[src/gfde_pkg.sv]
// Shared types and constants of the GPS fix delta encoder.
package gfde_pkg;

   localparam logic [1:0]  CSR_TIMEZONE = 2'd0;
   localparam logic [1:0]  CSR_LIMIT    = 2'd1;
   localparam logic [14:0] LIMIT_RESET  = 15'd30000;

   typedef struct packed {
      logic [20:0]        calendar_date;
      logic [16:0]        clock_time;
      logic signed [30:0] nanoseconds;
      logic signed [31:0] ground_speed;
      logic [30:0]        speed_accuracy;
      logic signed [30:0] latitude;
      logic signed [31:0] longitude;
      logic [25:0]        heading;
      logic [15:0]        dilution;
      logic [7:0]         satellites;
      logic [2:0]         fix_kind;
      logic               force_full;
   } fix_item_type;

   typedef struct packed {
      logic stage1;
      logic stage2;
      logic stage3;
   } conv_en_type;

   typedef struct packed {
      logic               is_full;
      logic [15:0]        dilution_out;
      logic signed [47:0] time_value;
      logic signed [32:0] speed_value;
      logic signed [31:0] speed_error_value;
      logic signed [31:0] latitude_value;
      logic signed [32:0] longitude_value;
      logic signed [26:0] course_value;
      logic [7:0]         satellites_out;
      logic [2:0]         fix_kind_out;
   } rsp_item_type;

endpackage

[src/gfde_fix_conv.sv]
// Three-stage conversion of calendar date and clock time to Unix milliseconds.
module gfde_fix_conv import gfde_pkg::*; (
   input  logic               clock,
   input  conv_en_type        en,
   input  fix_item_type       item,
   input  logic [25:0]        heading,
   input  logic signed [16:0] tz_offset,
   output logic signed [47:0] unix_ms,
   output logic [16:0]        course
);

   function automatic logic [8:0] month_start(input logic [3:0] mp);
      logic [8:0] r;
      begin
         case (mp)
            4'd0:    r = 9'd0;
            4'd1:    r = 9'd31;
            4'd2:    r = 9'd61;
            4'd3:    r = 9'd92;
            4'd4:    r = 9'd122;
            4'd5:    r = 9'd153;
            4'd6:    r = 9'd184;
            4'd7:    r = 9'd214;
            4'd8:    r = 9'd245;
            4'd9:    r = 9'd275;
            4'd10:   r = 9'd306;
            4'd11:   r = 9'd337;
            default: r = 9'd0;
         endcase
         return r;
      end
   endfunction

   // First stage: calendar split, era, day of year, time of day in seconds and nanosecond magnitude.
   logic [11:0]        year;
   logic [3:0]         mon;
   logic [4:0]         day;
   logic signed [13:0] year_adj;
   logic [3:0]         mon_adj;
   logic signed [13:0] yy_full;
   logic [12:0]        yy;
   logic [12:0]        yoe_full;
   logic [3:0]         mp;
   logic [16:0]        tod_u;
   logic signed [31:0] ns_sum;
   logic [31:0]        ns_mag;

   logic [3:0]         era_in, era_ff;
   logic [8:0]         yoe_in, yoe_ff;
   logic signed [9:0]  doy_in, doy_ff;
   logic signed [18:0] tod_s_in, tod_s_ff;
   logic [30:0]        ns_abs_in, ns_abs_ff;
   logic               ns_neg_b_in, ns_neg_b_ff;

   always_comb begin
      year = item.calendar_date[20:9];
      mon  = item.calendar_date[8:5];
      day  = item.calendar_date[4:0];
      if (mon == 4'd0) begin
         year_adj = $signed({2'b00, year}) - 14'sd1;
         mon_adj  = 4'd12;
      end else if (mon >= 4'd13) begin
         year_adj = $signed({2'b00, year}) + 14'sd1;
         mon_adj  = mon - 4'd12;
      end else begin
         year_adj = $signed({2'b00, year});
         mon_adj  = mon;
      end
      yy_full = year_adj + 14'sd400 - ((mon_adj <= 4'd2) ? 14'sd1 : 14'sd0);
      yy      = yy_full[12:0];
      era_in  = 4'd0;
      for (int k = 1; k <= 11; k++) begin
         if (yy >= 13'(k * 400)) begin
            era_in = era_in + 4'd1;
         end
      end
      yoe_full = yy - 13'(era_in) * 13'd400;
      yoe_in   = yoe_full[8:0];
      mp       = (mon_adj >= 4'd3) ? (mon_adj - 4'd3) : (mon_adj + 4'd9);
      doy_in   = $signed({1'b0, month_start(mp)}) + $signed({5'b00000, day}) - 10'sd1;
      tod_u    = 17'(item.clock_time[16:12]) * 17'd3600
               + 17'(item.clock_time[11:6]) * 17'd60
               + 17'(item.clock_time[5:0]);
      tod_s_in = $signed({2'b00, tod_u}) - $signed({{2{tz_offset[16]}}, tz_offset});
      ns_sum   = $signed({item.nanoseconds[30], item.nanoseconds}) + 32'sd500000;
      ns_neg_b_in = ns_sum[31];
      ns_mag    = ns_sum[31] ? (32'd0 - ns_sum) : ns_sum;
      ns_abs_in = ns_mag[30:0];
   end

   always_ff @(posedge clock) begin
      if (en.stage1) begin
         era_ff      <= era_in;
         yoe_ff      <= yoe_in;
         doy_ff      <= doy_in;
         tod_s_ff    <= tod_s_in;
         ns_abs_ff   <= ns_abs_in;
         ns_neg_b_ff <= ns_neg_b_in;
      end
   end

   // Second stage: day count, time of day in milliseconds, rounding and heading quotients.
   logic [18:0]        yoe365;
   logic [15:0]        c100_prod;
   logic [18:0]        doe_u;
   logic signed [19:0] doe;
   logic [20:0]        era_days;
   logic [62:0]        ns_prod;
   logic [52:0]        head_prod;

   logic signed [22:0] days_in, days_ff;
   logic signed [28:0] tod_ms_in, tod_ms_ff;
   logic [11:0]        nq_in, nq_ff;
   logic               ns_neg_c_ff;
   logic [16:0]        course_c_in, course_c_ff;

   always_comb begin
      yoe365    = 19'(yoe_ff) * 19'd365;
      c100_prod = 16'(yoe_ff) * 16'd41;
      doe_u     = yoe365 + 19'(yoe_ff[8:2]) - 19'(c100_prod[15:12]);
      doe       = $signed({1'b0, doe_u}) + $signed({{10{doy_ff[9]}}, doy_ff});
      era_days  = 21'(era_ff) * 21'd146097;
      days_in   = $signed({2'b00, era_days}) + $signed({{3{doe[19]}}, doe}) - 23'sd865565;
      tod_ms_in = $signed({{10{tod_s_ff[18]}}, tod_s_ff}) * 29'sd1000;
      ns_prod   = 63'(ns_abs_ff) * 63'd2251799814;
      nq_in     = ns_prod[62:51];
      head_prod = 53'(heading) * 53'd68719477;
      course_c_in = head_prod[52:36];
   end

   always_ff @(posedge clock) begin
      if (en.stage2) begin
         days_ff     <= days_in;
         tod_ms_ff   <= tod_ms_in;
         nq_ff       <= nq_in;
         ns_neg_c_ff <= ns_neg_b_ff;
         course_c_ff <= course_c_in;
      end
   end

   // Third stage: final millisecond sum and course register.
   logic [47:0]        nq_ext;
   logic signed [47:0] rnd;
   logic signed [47:0] ms_in, ms_ff;
   logic [16:0]        course_d_ff;

   always_comb begin
      nq_ext = {36'd0, nq_ff};
      rnd    = ns_neg_c_ff ? $signed(48'd0 - nq_ext) : $signed(nq_ext);
      ms_in  = $signed({{25{days_ff[22]}}, days_ff}) * 48'sd86400000
             + $signed({{19{tod_ms_ff[28]}}, tod_ms_ff}) + rnd;
   end

   always_ff @(posedge clock) begin
      if (en.stage3) begin
         ms_ff       <= ms_in;
         course_d_ff <= course_c_ff;
      end
   end

   assign unix_ms = ms_ff;
   assign course  = course_d_ff;

endmodule

[src/gfde_decide.sv]
// Delta formation against the reference fix, frame decision and result register.
module gfde_decide import gfde_pkg::*; (
   input  logic               clock,
   input  logic               reset,
   input  logic               load,
   input  logic               fire,
   input  logic [14:0]        delta_limit,
   input  logic signed [47:0] unix_ms,
   input  logic [16:0]        course,
   input  fix_item_type       item,
   output rsp_item_type       result
);

   function automatic logic beyond(input logic signed [48:0] d, input logic [14:0] lim);
      logic signed [48:0] l;
      begin
         l = $signed({34'd0, lim});
         return (d > l) || (d < -l);
      end
   endfunction

   logic signed [47:0] ref_time_ff;
   logic signed [31:0] ref_speed_ff;
   logic [30:0]        ref_serr_ff;
   logic signed [30:0] ref_lat_ff;
   logic signed [31:0] ref_lon_ff;
   logic [16:0]        ref_course_ff;
   logic               have_ref_ff;

   logic signed [48:0] dt, ds, de, dla, dlo, dc;
   logic               full;
   rsp_item_type       result_in, result_ff;

   always_comb begin
      dt  = $signed({unix_ms[47], unix_ms}) - $signed({ref_time_ff[47], ref_time_ff});
      ds  = $signed({{17{item.ground_speed[31]}}, item.ground_speed})
          - $signed({{17{ref_speed_ff[31]}}, ref_speed_ff});
      de  = $signed({18'd0, item.speed_accuracy}) - $signed({18'd0, ref_serr_ff});
      dla = $signed({{18{item.latitude[30]}}, item.latitude})
          - $signed({{18{ref_lat_ff[30]}}, ref_lat_ff});
      dlo = $signed({{17{item.longitude[31]}}, item.longitude})
          - $signed({{17{ref_lon_ff[31]}}, ref_lon_ff});
      dc  = $signed({32'd0, course}) - $signed({32'd0, ref_course_ff});
      full = beyond(dt, delta_limit) || beyond(ds, delta_limit) || beyond(de, delta_limit)
          || beyond(dla, delta_limit) || beyond(dlo, delta_limit) || beyond(dc, delta_limit)
          || !have_ref_ff || item.force_full;

      result_in.is_full        = full;
      result_in.dilution_out   = item.dilution;
      result_in.satellites_out = item.satellites;
      result_in.fix_kind_out   = item.fix_kind;
      if (full) begin
         result_in.time_value        = unix_ms;
         result_in.speed_value       = $signed({item.ground_speed[31], item.ground_speed});
         result_in.speed_error_value = $signed({1'b0, item.speed_accuracy});
         result_in.latitude_value    = $signed({item.latitude[30], item.latitude});
         result_in.longitude_value   = $signed({item.longitude[31], item.longitude});
         result_in.course_value      = $signed({1'b0, item.heading});
      end else begin
         result_in.time_value        = dt[47:0];
         result_in.speed_value       = ds[32:0];
         result_in.speed_error_value = de[31:0];
         result_in.latitude_value    = dla[31:0];
         result_in.longitude_value   = dlo[32:0];
         result_in.course_value      = dc[26:0];
      end
   end

   always_ff @(posedge clock) begin
      if (load) begin
         result_ff <= result_in;
      end
      if (fire && full) begin
         ref_time_ff   <= unix_ms;
         ref_speed_ff  <= item.ground_speed;
         ref_serr_ff   <= item.speed_accuracy;
         ref_lat_ff    <= item.latitude;
         ref_lon_ff    <= item.longitude;
         ref_course_ff <= course;
      end
   end

   always_ff @(posedge clock) begin
      if (reset) begin
         have_ref_ff <= 1'b0;
      end else if (fire && full) begin
         have_ref_ff <= 1'b1;
      end
   end

   assign result = result_ff;

endmodule

[src/gps_fix_delta_encoder.sv]
// Top level of the GPS fix delta encoder: stream ports, pipeline control and registers.
// One fix is accepted per cycle while the pipeline does not stall; it passes through the input
// register, three conversion stages for the Unix millisecond time and the result register.
// Every stage holds only while the stage after it is full and stalled, so the block keeps
// accepting while a finished frame waits, until every stage is full. The reference fix is
// compared and replaced in the result stage, so each fix is coded against the last full
// frame, including the one just ahead of it. The registers timezone_offset_s (index 0) and
// delta_limit (index 1) must be written by the user through the csr port only while no fix
// is in flight; the block itself does not enforce this.
module gps_fix_delta_encoder import gfde_pkg::*; (
   input  logic          clock,
   input  logic          reset,
   input  logic          req_tvalid,
   output logic          req_tready,
   // calendar_date, clock_time, nanoseconds, ground_speed, speed_accuracy, latitude,
   // longitude, heading, dilution, satellites, fix_kind
   input  logic [247:0]  req_tdata,
   // force_full
   input  logic          req_tuser,
   output logic          rsp_tvalid,
   input  logic          rsp_tready,
   // dilution_out, time_value, speed_value, speed_error_value, latitude_value,
   // longitude_value, course_value, satellites_out, fix_kind_out
   output logic [231:0]  rsp_tdata,
   // is_full
   output logic          rsp_tuser,
   input  logic          csr_valid,
   output logic          csr_ready,
   input  logic [1:0]    csr_index,
   input  logic [16:0]   csr_data
);

   logic signed [16:0] tz_ff;
   logic [14:0]        limit_ff;

   logic [4:0]         valid_ff, valid_in;
   logic [4:0]         move;
   fix_item_type       item_in;
   fix_item_type       item_ff [4];
   conv_en_type        conv_en;
   logic signed [47:0] unix_ms;
   logic [16:0]        course;
   rsp_item_type       result;

   assign csr_ready = 1'b1;

   always_ff @(posedge clock) begin
      if (reset) begin
         tz_ff    <= 17'sd0;
         limit_ff <= LIMIT_RESET;
      end else if (csr_valid && csr_ready) begin
         case (csr_index)
            CSR_TIMEZONE: tz_ff    <= $signed(csr_data);
            CSR_LIMIT:    limit_ff <= csr_data[14:0];
            default:      ;
         endcase
      end
   end

   always_comb begin
      move[4] = !valid_ff[4] || rsp_tready;
      for (int k = 3; k >= 0; k--) begin
         move[k] = !valid_ff[k] || move[k + 1];
      end
      valid_in[0] = move[0] ? req_tvalid : valid_ff[0];
      for (int k = 1; k < 5; k++) begin
         valid_in[k] = move[k] ? valid_ff[k - 1] : valid_ff[k];
      end
   end

   always_ff @(posedge clock) begin
      if (reset) begin
         valid_ff <= '0;
      end else begin
         valid_ff <= valid_in;
      end
   end

   always_comb begin
      item_in.calendar_date  = req_tdata[20:0];
      item_in.clock_time     = req_tdata[37:21];
      item_in.nanoseconds    = req_tdata[68:38];
      item_in.ground_speed   = req_tdata[100:69];
      item_in.speed_accuracy = req_tdata[131:101];
      item_in.latitude       = req_tdata[162:132];
      item_in.longitude      = req_tdata[194:163];
      item_in.heading        = req_tdata[220:195];
      item_in.dilution       = req_tdata[236:221];
      item_in.satellites     = req_tdata[244:237];
      item_in.fix_kind       = req_tdata[247:245];
      item_in.force_full     = req_tuser;
   end

   always_ff @(posedge clock) begin
      if (move[0]) begin
         item_ff[0] <= item_in;
      end
      for (int k = 1; k < 4; k++) begin
         if (move[k]) begin
            item_ff[k] <= item_ff[k - 1];
         end
      end
   end

   assign conv_en.stage1 = move[1];
   assign conv_en.stage2 = move[2];
   assign conv_en.stage3 = move[3];

   gfde_fix_conv u_conv (
      .clock     (clock),
      .en        (conv_en),
      .item      (item_ff[0]),
      .heading   (item_ff[1].heading),
      .tz_offset (tz_ff),
      .unix_ms   (unix_ms),
      .course    (course)
   );

   gfde_decide u_decide (
      .clock       (clock),
      .reset       (reset),
      .load        (move[4]),
      .fire        (move[4] && valid_ff[3]),
      .delta_limit (limit_ff),
      .unix_ms     (unix_ms),
      .course      (course),
      .item        (item_ff[3]),
      .result      (result)
   );

   assign req_tready = move[0];
   assign rsp_tvalid = valid_ff[4];
   assign rsp_tuser  = result.is_full;
   assign rsp_tdata  = {result.fix_kind_out, result.satellites_out, result.course_value,
                        result.longitude_value, result.latitude_value,
                        result.speed_error_value, result.speed_value, result.time_value,
                        result.dilution_out};

endmodule

[config.mk]
export PLATFORM = sky130hd
export DESIGN_NAME = gps_fix_delta_encoder
export DESIGN_NICKNAME = d
export VERILOG_FILES = /design/src/gfde_pkg.sv /design/src/gfde_fix_conv.sv /design/src/gfde_decide.sv /design/src/gps_fix_delta_encoder.sv
export SDC_FILE = /design/constraint.sdc
export NUM_CORES = 2
export LEC_CHECK = 0
export BUFFER_PORTS_ARGS = -buffer_cell sky130_fd_sc_hd__buf_2
export CAP_MARGIN = 20
export CORE_ASPECT_RATIO = 1.25
export CORE_MARGIN = 5
export CORE_UTILIZATION = 50
export DETAILED_ROUTE_END_ITERATION = 8
export HOLD_SLACK_MARGIN = 0.08
export PLACE_DENSITY = 0.67
export SLEW_MARGIN = 25
export SYNTH_ARGS = -nofsm -noshare
export SYNTH_HDL_FRONTEND = slang
export SYNTH_SLANG_ARGS = --single-unit
export TNS_END_PERCENT = 10
[constraint.sdc]
create_clock -name clock -period 13.4 [get_ports clock]
set_input_delay 1.34 -clock clock [delete_from_list [all_inputs] [get_ports clock]]
set_output_delay 1.34 -clock clock [all_outputs]
set_load 0.02 [all_outputs]
==> results by group <==
Worst setup path
  – WS Path Type: reg2reg
  – CP delay by family, top: compound AO/OA/AOI/OAI gates
  – Critical Path Max Stage Delay: 0.51 ns
  – Worst path arrival time: 12.75 ns
  – CP Max Fanout: 7
  – CP dominant cell by count: ha_1
  – Critical path endpoint category: register
  – Buf/Inv on CP: 6
  – R2R Setup Slk: 1.17 ns
  – Worst setup SP type: register
  – Slowest-stage cell, CP: edfxtp_1
  – Worst Path Required: 13.91 ns

Placement
  – Detailed placement HPWL: 234000 um
  – Placed insts: 13251
  – I/O Buffers: 507
  – Gpl congestion: ~0.94

Cells and area
  – Commonest non-fill, non-tap cells in the layout: inv_1, ha_1, edfxtp_1, fa_1, buf_2
  – Share of layout cells above drive strength 1: 8.75%
  – Fin nets: roughly 13000
  – Commonest non-fill, non-tap cell in the layout: inv_1
  – Layout Cells excl Fill: between 10000 and 15000
  – P&R area growth vs syn: 10.7%

Timing
  – Worst Tran Pin Value: 1.26 ns
  – Skew final: 0.0916 ns
  – Crit path time final: 12.23 ns
  – Setup_tns: 0 ns
  – Achievable Freq: 81.8 MHz
  – Slew headroom: between 10% and 20%
  – Fin crit share: between 90% and 100%
  – Max Slew Vio Count: 0
  – Fin. Hold Viols: 0
  – Final setup viols: 0
  – RSZ-0062 raised after global routing: no

Synthesis
  – Seq cells post-synth: 1469
  – YS warnings: 0
  – Synthesized Nets: 12592
  – Netlist cell types: around 110
  – Sequential share of the synthesized area: 38.0%
  – Synth Cell Area: roughly 110000 um2
  – Mean post-synth cell area: about 12 um2
  – Post-synth EDFFs: between 1000 and 1500
  – Post-Syn Instances: 9682
  – Asr flop ratio synth: 0%
  – Ys flop type: edfxtp_1

Floorplan
  – Core box area: roughly 230000 um2
  – Die width: approximately 440 um
  – Initial Utilization: 50.3%
  – Die area: 240000 um2
  – Die height: roughly 550 um
  – # IOs: 509
  – Core Rows: 196

Global routing
  – First-pass GRT wire length: roughly 450000 um
  – Largest net degree at the start of global routing: between 100 and 150
  – Vias in the first global route: 76606
  – Initial antenna violation count: 23
  – GRT overflow: 0
  – GRT Util Overall: about a quarter

Clocking
  – Clk slew on worst S/H paths: 0.06 ns
  – Post-CTS setup buffers: 0
  – # hold bufs at CTS: 0
  – CTS Buf Count: 164
  – Root buf cell: clkbuf_16
  – Maximum buffer depth of the clock tree: 4
  – Latest clock arrival within the worst-skew pair: 0.87 ns
  – CTS tree: yes
  – Sink Count: ~1500
  – Resize count post-CTS: 0
  – H-tree depth reported by CTS: 4

Drt
  – DR WL/cell: 21.6 um
  – Via density: 5.45
  – Starting DRC count in detailed routing: 4563
  – DRC Markers: 0
  – Pre-antenna DRT Iters: 8
  – Final wirelength: 292000 um
  – Routed vias: ~74000
  – Antenna Nets Post-Route: 0

Hold path
  – Hold WC Path Type: reg2reg

Status
  – Status: completed

Job
  – MaxCap Viol Count: 0
==> synth_stat cells (89+ instances only) <==
master,count,area (um2)
a21o_1,281,2110
a21oi_1,464,2320
edfxtp_1,1431,43000
fa_1,920,18400
ha_1,1717,21500
inv_1,1865,7000
mux2_1,196,2210
nand2_1,299,1120
nand3_1,110,551
nor2_1,325,1220
nor2b_1,97,607
nor3_1,89,445
o21a_1,104,781
o21ai_0,267,1340
xnor2_1,356,3120
xor2_1,144,1260
==> path summary, 6_finish.rpt <==
check                           cells after the start               end            start
worst max-delay path                               52  u_conv.yoe_ff[8]  item_ff[0][234]
worst min-delay path                                0   item_ff[3][121]  item_ff[2][121]
worst max register to register                     52  u_conv.yoe_ff[8]  item_ff[0][234]
worst min register to register                      0   item_ff[3][121]  item_ff[2][121]
==> per-layer routing <==
layer / share of wire (%) / track usage, % / wire [um]
met4: 4.9 / 10.2 / 14500
met3: 5.2 / 3.15 / 15100
met5: 0.0058 / 0 / 17
met2: 49 / 41.6 / 143000
met1: 41 / 30.8 / 119000
==> metrics by stage <==
step	util, %	setup slack [ns]	instance area (um2)	hold slack [ns]
global placement	53.2	1.39	122000	0.400
global route	55.7	0.179	127000	0.392
detailed placement	53.2	1.22	122000	0.405
finish	55.7	1.17	127000	0.382
floorplan	-	2.23	115000	0.400
CTS	55.6	1.16	127000	0.385
==> layout make-up <==
type	count	area, um2
Fill cell	19209	101000
Timing Repair Buffer	574	3110
Tap cell	3069	3840
Clock inverter	103	1290
Multi-Input combinational cell	6274	64000
Antenna cell	9	22.5
Inverter	1867	7020
Sequential cell	1469	43700
Clock buffer	181	4200
==> cells by family after synthesis <==
logic type	synth area share (%)
multiplexers	2.18
flip-flops	38.0
other	0.00326
AND/OR/NAND/NOR	5.83
buffers and inverters	6.43
AO/OA/AOI/OAI	8.95
adder cells (fa/ha/maj)	34.7
XOR/XNOR	3.87
==> flip-flops by register name (all words and copies together) (netlist names), 4 cells and up <==
name	flops
u_decide.ref_course_ff	17
u_conv.unix_ms	48
u_decide.ref_lon_ff	32
u_decide.result	233
item_ff	789
u_conv.tod_ms_ff	26
limit_ff	15
u_decide.ref_lat_ff	31
u_conv.nq_ff	12
u_conv.ns_abs_ff	31
u_conv.days_ff	23
u_conv.doy_ff	10
u_conv.course_c_ff	17
u_conv.tod_s_ff	19
u_decide.ref_serr_ff	31
u_conv.course	17
u_decide.ref_time_ff	48
tz_ff	17
u_conv.yoe_ff	9
u_decide.ref_speed_ff	32
u_conv.era_ff	4
valid_ff	5
Power is not shown: default switching activity piles up to over one toggle a cycle in this logic, so the estimate is an artifact.
